===== src/rtl/mcp_pkg.sv =====
// ----------------------------------------------------------------------------
// mcp_pkg
// Shared types and constants for the map capacity planner.
// ----------------------------------------------------------------------------
package mcp_pkg;

    localparam int SIZE_BITS_DEF = 64;
    localparam int FIELD_W       = 64;
    localparam int CFG_IDX_W     = 2;

    localparam logic [CFG_IDX_W-1:0] CFG_FLOOR_ON_DEMAND = 2'd0;
    localparam logic [CFG_IDX_W-1:0] CFG_FLOOR_DENSE     = 2'd1;
    localparam logic [CFG_IDX_W-1:0] CFG_CEILING_BYTES   = 2'd2;
    localparam logic [CFG_IDX_W-1:0] CFG_DENSE_STEP      = 2'd3;

    typedef struct packed {
        logic load;
        logic setup;
        logic dbl;
        logic div;
        logic fix1;
        logic fix2;
        logic fix3;
        logic load_out;
    } t_dp_cmd;

    typedef struct packed {
        logic grow;
        logic sparse;
        logic div_last;
    } t_dp_stat;

endpackage


===== src/rtl/mcp_in_if.sv =====
// ----------------------------------------------------------------------------
// mcp_in_if
// Request channel: current size, high-water mark and allocation mode.
// ----------------------------------------------------------------------------
interface mcp_in_if;
    logic        valid;
    logic        ready;
    logic [63:0] current_size;
    logic [63:0] high_water;
    logic        on_demand;

    modport source (output valid, output current_size, output high_water,
                    output on_demand, input ready);
    modport sink   (input valid, input current_size, input high_water,
                    input on_demand, output ready);
endinterface


===== src/rtl/mcp_out_if.sv =====
// ----------------------------------------------------------------------------
// mcp_out_if
// Result channel: planned size and policy check flag.
// ----------------------------------------------------------------------------
interface mcp_out_if;
    logic        valid;
    logic        ready;
    logic [63:0] planned_size;
    logic        policy_invalid;

    modport source (output valid, output planned_size, output policy_invalid,
                    input ready);
    modport sink   (input valid, input planned_size, input policy_invalid,
                    output ready);
endinterface


===== src/rtl/map_capacity_planner.sv =====
// ----------------------------------------------------------------------------
// map_capacity_planner
// Plans a memory map size from the present size, the high-water mark and
// the allocation mode, with floors, a ceiling and saturating growth.
//
// Channels: i_in carries one request transaction (current_size, high_water,
// on_demand); o_out carries one result transaction (planned_size,
// policy_invalid) per request. Both use valid/ready.
// Configuration: i_cfg_we/i_cfg_idx/i_cfg_data write floor_on_demand (0),
// floor_dense (1), ceiling_bytes (2) and dense_step (3), one per write; write
// only while no request is in flight.
// Sequence after accept: setup, then the result when the size does not grow;
// in on-demand mode a doubling loop while the size still grows; in dense mode
// the one-bit-per-cycle remainder unit over all SIZE_BITS bits, then the
// closing steps fix1, fix2 and fix3. No request is taken while one is in
// flight; the next is taken in the cycle after the result is loaded.
// Reset clears the configuration registers to zero and empties the output.
// A stalled receiver holds the result in the output register; a finished
// request waits until that register frees.
// ----------------------------------------------------------------------------
module map_capacity_planner #(
    parameter int SIZE_BITS = mcp_pkg::SIZE_BITS_DEF
) (
    input  logic                          i_clk,
    input  logic                          i_rst_n,
    mcp_in_if.sink                        i_in,
    mcp_out_if.source                     o_out,
    input  logic                          i_cfg_we,
    input  logic [mcp_pkg::CFG_IDX_W-1:0] i_cfg_idx,
    input  logic [mcp_pkg::FIELD_W-1:0]   i_cfg_data
);
    import mcp_pkg::*;

    t_dp_cmd  cmd;
    t_dp_stat stat;

    mcp_ctrl u_ctrl (
        .i_clk       (i_clk),
        .i_rst_n     (i_rst_n),
        .i_in_valid  (i_in.valid),
        .o_in_ready  (i_in.ready),
        .o_out_valid (o_out.valid),
        .i_out_ready (o_out.ready),
        .i_stat      (stat),
        .o_cmd       (cmd)
    );

    mcp_datapath #(
        .SIZE_BITS (SIZE_BITS)
    ) u_datapath (
        .i_clk            (i_clk),
        .i_rst_n          (i_rst_n),
        .i_cmd            (cmd),
        .o_stat           (stat),
        .i_cfg_we         (i_cfg_we),
        .i_cfg_idx        (i_cfg_idx),
        .i_cfg_data       (i_cfg_data),
        .i_current_size   (i_in.current_size),
        .i_high_water     (i_in.high_water),
        .i_on_demand      (i_in.on_demand),
        .o_planned_size   (o_out.planned_size),
        .o_policy_invalid (o_out.policy_invalid)
    );

endmodule


===== src/rtl/mcp_datapath.sv =====
// ----------------------------------------------------------------------------
// mcp_datapath
// Configuration registers, size/requirement registers, doubling step,
// bit-serial remainder unit for the dense step count, and result register.
// ----------------------------------------------------------------------------
module mcp_datapath #(
    parameter int SIZE_BITS = mcp_pkg::SIZE_BITS_DEF
) (
    input  logic                          i_clk,
    input  logic                          i_rst_n,
    input  mcp_pkg::t_dp_cmd              i_cmd,
    output mcp_pkg::t_dp_stat             o_stat,
    input  logic                          i_cfg_we,
    input  logic [mcp_pkg::CFG_IDX_W-1:0] i_cfg_idx,
    input  logic [mcp_pkg::FIELD_W-1:0]   i_cfg_data,
    input  logic [mcp_pkg::FIELD_W-1:0]   i_current_size,
    input  logic [mcp_pkg::FIELD_W-1:0]   i_high_water,
    input  logic                          i_on_demand,
    output logic [mcp_pkg::FIELD_W-1:0]   o_planned_size,
    output logic                          o_policy_invalid
);
    import mcp_pkg::*;

    localparam int CNT_W = $clog2(SIZE_BITS);
    localparam logic [SIZE_BITS-1:0] SIZE_MAX = {SIZE_BITS{1'b1}};

    logic [SIZE_BITS-1:0] r_floor_od, r_floor_dn, r_ceil, r_step;
    logic [SIZE_BITS-1:0] r_size, r_req, r_gap, r_rem, r_dvd, r_out_size;
    logic                 r_sparse, r_inv, r_odd, r_out_inv;
    logic [CNT_W-1:0]     r_cnt;

    logic [SIZE_BITS-1:0] cur_m, hw_m, floor_v, start_v, reserve, req_v;
    logic [SIZE_BITS-1:0] lim, dbl_v, rem_new, add_v, fin_v;
    logic [SIZE_BITS:0]   req_sum, dbl_sum, rem_sh, add_sum, fin_sum;
    logic                 rem_ge, inv_v;

    always_comb begin
        cur_m   = i_current_size[SIZE_BITS-1:0];
        hw_m    = i_high_water[SIZE_BITS-1:0];
        floor_v = i_on_demand ? r_floor_od : r_floor_dn;
        start_v = (cur_m > floor_v) ? cur_m : floor_v;
        reserve = i_on_demand ? hw_m : r_step;
        req_sum = {1'b0, hw_m} + {1'b0, reserve};
        req_v   = req_sum[SIZE_BITS] ? SIZE_MAX : req_sum[SIZE_BITS-1:0];
        inv_v   = (r_ceil != '0) && ((r_floor_od > r_ceil) || (r_floor_dn > r_ceil));

        lim     = (r_req < r_ceil) ? r_req : r_ceil;

        dbl_sum = {1'b0, r_size} + {1'b0, r_size};
        dbl_v   = dbl_sum[SIZE_BITS] ? SIZE_MAX : dbl_sum[SIZE_BITS-1:0];
        dbl_v   = (dbl_v < r_ceil) ? dbl_v : r_ceil;

        rem_sh  = {r_rem, r_dvd[SIZE_BITS-1]};
        rem_ge  = rem_sh >= {1'b0, r_step};
        rem_new = rem_ge ? SIZE_BITS'(rem_sh - {1'b0, r_step}) : rem_sh[SIZE_BITS-1:0];

        add_sum = {1'b0, r_gap} + {1'b0, r_step};
        add_v   = add_sum[SIZE_BITS] ? SIZE_MAX : add_sum[SIZE_BITS-1:0];

        fin_sum = {1'b0, r_size} + {1'b0, r_gap};
        fin_v   = fin_sum[SIZE_BITS] ? SIZE_MAX : fin_sum[SIZE_BITS-1:0];
        fin_v   = (fin_v < r_ceil) ? fin_v : r_ceil;

        o_stat.grow     = (r_size < r_req) && (r_size < r_ceil) &&
                          (r_sparse ? (r_size != '0) : (r_step != '0));
        o_stat.sparse   = r_sparse;
        o_stat.div_last = (r_cnt == CNT_W'(SIZE_BITS - 1));
    end

    always_ff @(posedge i_clk) begin
        if (!i_rst_n) begin
            r_floor_od <= '0;
            r_floor_dn <= '0;
            r_ceil     <= '0;
            r_step     <= '0;
        end else if (i_cfg_we) begin
            case (i_cfg_idx)
                CFG_FLOOR_ON_DEMAND: r_floor_od <= i_cfg_data[SIZE_BITS-1:0];
                CFG_FLOOR_DENSE:     r_floor_dn <= i_cfg_data[SIZE_BITS-1:0];
                CFG_CEILING_BYTES:   r_ceil     <= i_cfg_data[SIZE_BITS-1:0];
                CFG_DENSE_STEP:      r_step     <= i_cfg_data[SIZE_BITS-1:0];
                default: begin
                end
            endcase
        end
    end

    always_ff @(posedge i_clk) begin
        if (i_cmd.load) begin
            r_size   <= start_v;
            r_req    <= req_v;
            r_sparse <= i_on_demand;
            r_inv    <= inv_v;
        end
        if (i_cmd.setup) begin
            r_gap <= lim - r_size;
            r_dvd <= lim - r_size;
            r_rem <= '0;
            r_cnt <= '0;
        end
        if (i_cmd.dbl) begin
            r_size <= dbl_v;
        end
        if (i_cmd.div) begin
            r_rem <= rem_new;
            r_dvd <= {r_dvd[SIZE_BITS-2:0], 1'b0};
            r_cnt <= r_cnt + 1'b1;
        end
        if (i_cmd.fix1) begin
            r_gap <= r_gap - r_rem;
            r_odd <= (r_rem != '0);
        end
        if (i_cmd.fix2) begin
            r_gap <= r_odd ? add_v : r_gap;
        end
        if (i_cmd.fix3) begin
            r_size <= fin_v;
        end
        if (i_cmd.load_out) begin
            r_out_size <= r_size;
            r_out_inv  <= r_inv;
        end
    end

    assign o_planned_size   = FIELD_W'(r_out_size);
    assign o_policy_invalid = r_out_inv;

endmodule


===== src/rtl/mcp_ctrl.sv =====
// ----------------------------------------------------------------------------
// mcp_ctrl
// Sequencer: accepts a request, steps the doubling loop or the remainder
// unit and closing adds, then hands the result to the output register.
// ----------------------------------------------------------------------------
module mcp_ctrl (
    input  logic               i_clk,
    input  logic               i_rst_n,
    input  logic               i_in_valid,
    output logic               o_in_ready,
    output logic               o_out_valid,
    input  logic               i_out_ready,
    input  mcp_pkg::t_dp_stat  i_stat,
    output mcp_pkg::t_dp_cmd   o_cmd
);
    import mcp_pkg::*;

    typedef enum logic [7:0] {
        S_IDLE   = 8'b0000_0001,
        S_SETUP  = 8'b0000_0010,
        S_DOUBLE = 8'b0000_0100,
        S_DIV    = 8'b0000_1000,
        S_FIX1   = 8'b0001_0000,
        S_FIX2   = 8'b0010_0000,
        S_FIX3   = 8'b0100_0000,
        S_DONE   = 8'b1000_0000
    } t_state;

    t_state r_state, n_state;
    logic   r_out_valid, n_out_valid;
    logic   out_free;

    assign out_free = !r_out_valid || i_out_ready;

    always_comb begin
        n_state     = r_state;
        n_out_valid = r_out_valid && !i_out_ready;
        o_cmd       = '0;
        o_in_ready  = 1'b0;
        case (r_state)
            S_IDLE: begin
                o_in_ready = 1'b1;
                if (i_in_valid) begin
                    o_cmd.load = 1'b1;
                    n_state    = S_SETUP;
                end
            end
            S_SETUP: begin
                o_cmd.setup = 1'b1;
                if (!i_stat.grow) begin
                    n_state = S_DONE;
                end else if (i_stat.sparse) begin
                    n_state = S_DOUBLE;
                end else begin
                    n_state = S_DIV;
                end
            end
            S_DOUBLE: begin
                if (i_stat.grow) begin
                    o_cmd.dbl = 1'b1;
                end else begin
                    n_state = S_DONE;
                end
            end
            S_DIV: begin
                o_cmd.div = 1'b1;
                if (i_stat.div_last) begin
                    n_state = S_FIX1;
                end
            end
            S_FIX1: begin
                o_cmd.fix1 = 1'b1;
                n_state    = S_FIX2;
            end
            S_FIX2: begin
                o_cmd.fix2 = 1'b1;
                n_state    = S_FIX3;
            end
            S_FIX3: begin
                o_cmd.fix3 = 1'b1;
                n_state    = S_DONE;
            end
            S_DONE: begin
                if (out_free) begin
                    o_cmd.load_out = 1'b1;
                    n_out_valid    = 1'b1;
                    n_state        = S_IDLE;
                end
            end
            default: begin
                n_state = S_IDLE;
            end
        endcase
    end

    always_ff @(posedge i_clk) begin
        if (!i_rst_n) begin
            r_state     <= S_IDLE;
            r_out_valid <= 1'b0;
        end else begin
            r_state     <= n_state;
            r_out_valid <= n_out_valid;
        end
    end

    assign o_out_valid = r_out_valid;

endmodule


===== src/flat_wrapper.sv =====
// flat-port wrapper written by rule: the top's interface ports become plain ports
module map_capacity_planner_flat import mcp_pkg::*;
#(
    parameter int SIZE_BITS = mcp_pkg::SIZE_BITS_DEF
)
  (i_clk, i_rst_n, i_cfg_we, i_cfg_idx, i_cfg_data, i_in_valid, i_in_current_size, i_in_high_water, i_in_on_demand, i_in_ready, o_out_valid, o_out_planned_size, o_out_policy_invalid, o_out_ready);
  mcp_in_if i_in_i ();
  mcp_out_if o_out_i ();
  input  logic i_clk;
  input  logic i_rst_n;
  input  logic i_cfg_we;
  input  logic [mcp_pkg::CFG_IDX_W-1:0] i_cfg_idx;
  input  logic [mcp_pkg::FIELD_W-1:0] i_cfg_data;
  input wire logic [$bits(i_in_i.valid)-1:0] i_in_valid;
  input wire logic [$bits(i_in_i.current_size)-1:0] i_in_current_size;
  input wire logic [$bits(i_in_i.high_water)-1:0] i_in_high_water;
  input wire logic [$bits(i_in_i.on_demand)-1:0] i_in_on_demand;
  output wire logic [$bits(i_in_i.ready)-1:0] i_in_ready;
  output wire logic [$bits(o_out_i.valid)-1:0] o_out_valid;
  output wire logic [$bits(o_out_i.planned_size)-1:0] o_out_planned_size;
  output wire logic [$bits(o_out_i.policy_invalid)-1:0] o_out_policy_invalid;
  input wire logic [$bits(o_out_i.ready)-1:0] o_out_ready;
  assign i_in_i.valid = i_in_valid;
  assign i_in_i.current_size = i_in_current_size;
  assign i_in_i.high_water = i_in_high_water;
  assign i_in_i.on_demand = i_in_on_demand;
  assign i_in_ready = i_in_i.ready;
  assign o_out_valid = o_out_i.valid;
  assign o_out_planned_size = o_out_i.planned_size;
  assign o_out_policy_invalid = o_out_i.policy_invalid;
  assign o_out_i.ready = o_out_ready;
  map_capacity_planner #(.SIZE_BITS(SIZE_BITS)) u_core (.i_clk(i_clk), .i_rst_n(i_rst_n), .i_in(i_in_i), .o_out(o_out_i), .i_cfg_we(i_cfg_we), .i_cfg_idx(i_cfg_idx), .i_cfg_data(i_cfg_data));
endmodule

===== config.mk =====
export PLATFORM = sky130hd
export DESIGN_NAME = map_capacity_planner_flat
export DESIGN_NICKNAME = d
export VERILOG_FILES = /design/src/rtl/mcp_pkg.sv /design/src/rtl/mcp_in_if.sv /design/src/rtl/mcp_out_if.sv /design/src/rtl/map_capacity_planner.sv /design/src/rtl/mcp_datapath.sv /design/src/rtl/mcp_ctrl.sv /design/src/flat_wrapper.sv
export SDC_FILE = /design/constraint.sdc
export NUM_CORES = 2
export LEC_CHECK = 0
export ABC_CLOCK_PERIOD_IN_PS = 6200
export BUFFER_PORTS_ARGS = -buffer_cell sky130_fd_sc_hd__buf_2
export CAP_MARGIN = 20
export CORE_MARGIN = 4
export CORE_UTILIZATION = 58
export CTS_CLUSTER_DIAMETER = 200
export DETAILED_ROUTE_END_ITERATION = 6
export GPL_ROUTABILITY_DRIVEN = 0
export PLACE_DENSITY = 0.79
export SYNTH_ARGS = -nofsm -noshare
export SYNTH_HDL_FRONTEND = slang
export SYNTH_SLANG_ARGS = --single-unit

===== constraint.sdc =====
create_clock -name i_clk -period 6.2 [get_ports i_clk]
set_input_delay 0.62 -clock i_clk [delete_from_list [all_inputs] [get_ports i_clk]]
set_output_delay 0.62 -clock i_clk [all_outputs]
set_load 0.02 [all_outputs]

Word-level counts from Yosys, hierarchy flattened

Index checks and enable logic that the tools add are counted.

Output and inout bits: 67
Bits in registers: 659
Logic and storage cells: 119
Bits of input ports: 200

Eq/ne operators: 17
Reduce and logical (&&, ||, !) cells: 22
Multiplexer cells: 45
$add $sub $neg: 8
Magnitude comparators: 9

Operators by type and width:

| operator              | number |
|---|---|
| $mux W64              | 21 |
| $lt A64 B64 Y1        | 5 |
| $add A64 B64 Y65      | 4 |
| $reduce_bool A64 Y1   | 4 |
| $gt A64 B64 Y1        | 3 |
| $sub A64 B64 Y64      | 3 |
| $ge A65 B64 Y1        | 1 |
| $pmux W8 S8           | 1 |
| $mux W8               | 5 |
| $mux W1               | 15 |
| $mux W6               | 2 |
| $reduce_and A2 Y1     | 5 |
| $eq A8 B1 Y1 const B  | 1 |
| $eq A8 B2 Y1 const B  | 1 |
| $eq A8 B3 Y1 const B  | 1 |
| $eq A8 B4 Y1 const B  | 1 |
| $eq A8 B5 Y1 const B  | 1 |
| $eq A8 B6 Y1 const B  | 1 |
| $eq A8 B7 Y1 const B  | 1 |
| $eq A8 B8 Y1 const B  | 1 |
| $ne A2 B2 Y1 const B  | 4 |
| $add A6 B1 Y6 const B | 1 |
| $eq A6 B6 Y1 const B  | 1 |
| $reduce_bool A3 Y1    | 2 |
| 10 further kinds      | 16 |

Logic depth before layout (Yosys ltp)

Depth after elaboration: 7
Mapped depth: 26
Gate-level depth less buffers: 24

Hierarchy

Synthesis repeated with hierarchy kept, for this count alone.

Cells, all modules: 7872
Area, all modules: 63983.9 um^2

Modules (own cells, without submodules):

| module       | times used | area each (um^2) | cells an instance | sequential area each (um^2) |
|---|---|---|---|---|
| mcp_datapath | 1          | 63475.9          | 7812              | 16946.3 |
| mcp_ctrl     | 1          | 508.0            | 60                | 180.2 |

Worst setup path before layout

Ideal clock, no wire load.

Path type: register to register
Start point: reg u_core.u_datapath.r_ceil[25]
End point: reg u_core.u_datapath.r_gap[59] (data pin)
Data required time: 5.939 ns
Data arrival time: 5.673 ns
Library setup time: 0.261 ns
Cell stages (with the launch flop): 27
Buffers on the path: 3
Slack: 0.266 ns
Clock period less this slack: 5.934 ns
Path through: dfxtp_1 inv_1 ha_1 a21oi_1 nor2_1 a2111oi_0 o21ai_0 o221a_2 o31ai_1 nand4_1 clkbuf_1 clkbuf_1 nand2_1 o21ai_0 ha_1 clkbuf_1 nand4_1 or4_1 nor4b_1 o21a_1 nor2_1 a21o_1 o31a_1 o21ai_1 a21oi_1 xnor2_1 a221o_1

Word-level cells in the longest chain between the ends: 6

Ends and longest elaborated chain:

| what                   | line                | text |
|---|---|---|
| from (decl)            | mcp_datapath.sv:27  | `logic [SIZE_BITS-1:0] r_floor_od, r_floor_dn, r_ceil, r_step;` |
| from (signal assigned) | mcp_datapath.sv:80  | `CFG_CEILING_BYTES: r_ceil <= i_cfg_data[SIZE_BITS-1:0];` |
| $lt A64 B64 Y1         | mcp_datapath.sv:47  | `lim = (r_req < r_ceil) ? r_req : r_ceil;` |
| $mux W64 (*)           | mcp_datapath.sv:47  |  |
| $sub A64 B64 Y64 (*)   | mcp_datapath.sv:96  | `r_gap <= lim - r_size;` |
| $mux W64 (*)           | mcp_datapath.sv:95  | `if (i_cmd.setup) begin` |
| $mux W64 (*)           | mcp_datapath.sv:109 | `if (i_cmd.fix1) begin` |
| $mux W64 (*)           | mcp_datapath.sv:113 | `if (i_cmd.fix2) begin` |
| to (signal assigned)   | mcp_datapath.sv:96  |  |
| to (signal assigned)   | mcp_datapath.sv:110 | `r_gap <= r_gap - r_rem;` |
| to (signal assigned)   | mcp_datapath.sv:114 | `r_gap <= r_odd ? add_v : r_gap;` |
| to (decl)              | mcp_datapath.sv:28  | `logic [SIZE_BITS-1:0] r_size, r_req, r_gap, r_rem, r_dvd, r_out_size;` |

Mark *: on every way between the ends. The rest lies on a longest branch, timed or not. The select of a mux whose other input is x is not followed.
A chain may end at the register's enable or synchronous reset.

Final worst setup path

Start point: reg u_core.u_datapath.r_gap[0]
End point: reg u_core.u_datapath.r_size[54] (data pin)

Word-level cells in the longest chain between the ends: 5

Ends and longest elaborated chain:

| what                 | line                | text |
|---|---|---|
| $add A64 B64 Y65 (*) | mcp_datapath.sv:60  | `fin_sum = {1'b0, r_size} + {1'b0, r_gap};` |
| $mux W64 (*)         | mcp_datapath.sv:61  | `fin_v = fin_sum[SIZE_BITS] ? SIZE_MAX : fin_sum[SIZE_BITS-1:0];` |
| $lt A64 B64 Y1       | mcp_datapath.sv:62  | `fin_v = (fin_v < r_ceil) ? fin_v : r_ceil;` |
| $mux W64 (*)         | mcp_datapath.sv:62  |  |
| $mux W64 (*)         | mcp_datapath.sv:116 | `if (i_cmd.fix3) begin` |
| to (signal assigned) | mcp_datapath.sv:90  | `r_size <= start_v;` |
| to (signal assigned) | mcp_datapath.sv:102 | `r_size <= dbl_v;` |
| to (signal assigned) | mcp_datapath.sv:117 | `r_size <= fin_v;` |
| to (decl)            | mcp_datapath.sv:28  |  |

Mark *: on every way between the ends. The rest lies on a longest branch, timed or not.

==> out/qor.yml <==
yosys_most_used_dff: "edfxtp_1"
synth_seq_cells: 659
critPathLaunchType: "flip-flop"
worstHoldStart: "i_in_valid"
drc: 113
final_cell_mix: "1,154 x nand2_1, 879 x ha_1, 630 x a21oi_1"
area_growth_pct: 12.40
power_mw: 19.99
core_um2: 110800
worstPathMaxFanout: 48
hold_class: "in2reg"
grt_max_degree: 100
grt.overflow.total: 0
htreeDepth: 3
pre_cts_slack_ps: -53.54
path_buf_inv: 4
setup_slack_ps: 113.4
mostFrequentLayoutCell: "nand2_1"
cts-root-buf: "clkbuf_16"
fin_nets: 9452
ant_nets: 0
cpMaxStageDelayCell: "edfxtp_1"
netlist_area_um2: 64840
row_count: 122
hold_viol_final: 0
min_period_over_period_pct: 98.17
routed_via_density: 6.831
drv_cap: 0
synth_nets: 9084
crit_type: "reg2reg"
min_period_ps: 6087
cts_buffer_depth: 3
syn_inst: 7987
routed_wl_um: 254500
worst_setup_path_end_kind: "flip-flop"
final.setup_skew_ps: 31.98
critPathArrivalTime_ps: 6610
tightest_slew_ps: 1214
path_delay_family: "compound AO/OA/AOI/OAI gates"
async_reset_ff_share_pct: 0
drive_above_1_share_pct: 11.81
die_w_um: 342.4
status: "finished, violations left"
io_pins: 267
initial_utilization_pct: 58.51
firstDrtPassIters: 7
dpl.hpwl_um: 199600
grt_pass1_vias: 63100
clkTransAtPathRegs_ps: 60
violations: "DRC"
yosysWarnings: 0
grt_usage_pct: 41.25
synth_top_cell_by_area: "edfxtp_1"
cts_tree: "yes"
wl_per_cell_um: 25.67
r2r_start: "u_core.u_datapath.r_gap[0]"
dr.first_iter.drc_count: 10560
antenna_found_initial: 8
startpoint: "u_core.u_datapath.r_gap[0]"
syn_area_per_cell_um2: 8.119
ir_drop_uv: 210.0
die_area_um2: 117200
p_leak_nw: 31.29
io_buffer_count: 266
clock_latency_ps: 680
cts_buffers: 80
seq_area_frac_synth_pct: 26.41
maxSlewHeadroom_pct: 19.03
setup_viol: 0
fillCellCount: 8854
synth_top_area_share_pct: 18.20
drv_slew: 0
pwr_density_cell_nw_per_um2: 274.3
synth.area.top_cells: "edfxtp_1 18%, ha_1 17%, dfxtp_1 8.2%"
die_y_um: 342.4
fmax_ghz: 0.1643
cpPeakStageDelay_ps: 450
vias: 67720
synth.distinct_cells: 98
crit_required_ps: 6720
grt_pass1_wl_um: 372900
synth_edf_count: 393
cts_sinks: 659
-- layout make-up --
class	count	area [um^2]	area share (%)
repair buffers	655	4458	6.116
inverters	421	1580	2.168
multi-input cells	6538	45050	61.80
clock buffers	114	2377	3.262
diodes	4	10.01	0.01373
well taps	1488	1862	2.554
flip-flops and latches	659	17130	23.50
clock inverters	35	420.4	0.5768
-- cells in the mapped netlist, types with 133 or more instances --
cell type,n
nand2_1,1157
ha_1,891
a21oi_1,635
o21ai_0,491
inv_1,421
nor2_1,394
edfxtp_1,393
clkbuf_1,316
a21o_1,300
a21boi_0,278
dfxtp_1,266
xnor2_1,195
nand4_1,174
xor2_1,142
mux2i_1,139
nand3_1,133
nor3_1,133
-- flip-flops by register name, indices dropped and copies added, names as in the netlist, 6 cells and up --
| name | flops |
|---|---|
| u_core.u_datapath.r_dvd | 64 |
| u_core.u_datapath.r_floor_dn | 64 |
| u_core.u_datapath.r_rem | 64 |
| u_core.u_datapath.r_req | 64 |
| u_core.u_datapath.r_cnt | 6 |
| u_core.u_datapath.r_size | 64 |
| u_core.u_datapath.r_ceil | 64 |
| u_core.u_ctrl.r_state | 8 |
| u_core.u_datapath.r_gap | 64 |
| u_core.u_datapath.o_planned_size | 64 |
| u_core.u_datapath.r_floor_od | 64 |
| u_core.u_datapath.r_step | 64 |
-- path summary, 6_finish.rpt --
kind / endpoint / slack (ps) / cells past startpoint
worst max-delay path: u_core.u_datapath.r_size[54] / 110 / 25
worst min-delay path: u_core.u_ctrl.r_state[0] / 220 / 2
worst max register to register: u_core.u_datapath.r_size[54] / 110 / 25
worst min register to register: u_core.u_datapath.r_floor_dn[15] / 490 / 2
-- power by group --
group          switching (mW)  total, mW  internal (mW)
registers               0.479       5.66           5.19
logic                    5.51       9.19           3.68
clock network            2.11       5.13           3.02
total                    8.11       20.0           11.9
-- stage by stage --
step,util [%],cells,hold WS (ps),TNS [ps],area [um^2]
floorplan,-,7987,400.3,0,64840
global placement,62.86,9740,445.8,0,69670
detailed placement,62.86,9740,466.9,-1098,69670
CTS,65.41,9889,197.1,0,72490
global route,65.76,9911,236.4,-49.31,72880
finish,65.77,9914,218.7,0,72890
-- what timing repair did --
action	4_1_cts	5_1_grt
endpoints found under the setup margin	66	95
resized for setup	4	53
hold endpoints to repair	0	0
gates cloned	0	1
hold buffers	0	0
pin swaps	1	9
setup buffers	0	19
-- per-layer routing --
metal | wire [um] | GRT usage (%) | vias to the layer above | part of all wire [%]
met5 | 12 | 0.2083 | - | 0.0047
met3 | 42410 | 14.07 | 1015 | 17
met4 | 19200 | 24.58 | 2 | 7.5
met1 | 91560 | 53.12 | 31380 | 36
met2 | 101300 | 59.67 | 5172 | 40
li1 | - | - | 30150 | -
-- cell families (layout without fill, tap and decap cells) --
kind of cell	after synthesis	count (layout)	synth area share [%]
flops	659	659	26.41
buf+inv	791	1225	4.693
xor+xnor	337	337	4.552
compound gates	2542	2543	25.76
fa+ha+maj	897	897	17.38
simple gates	2617	2617	18.97
other cells	0	4	0
mux	144	144	2.238
No activity file was read; power rests on OpenSTA's default activity.
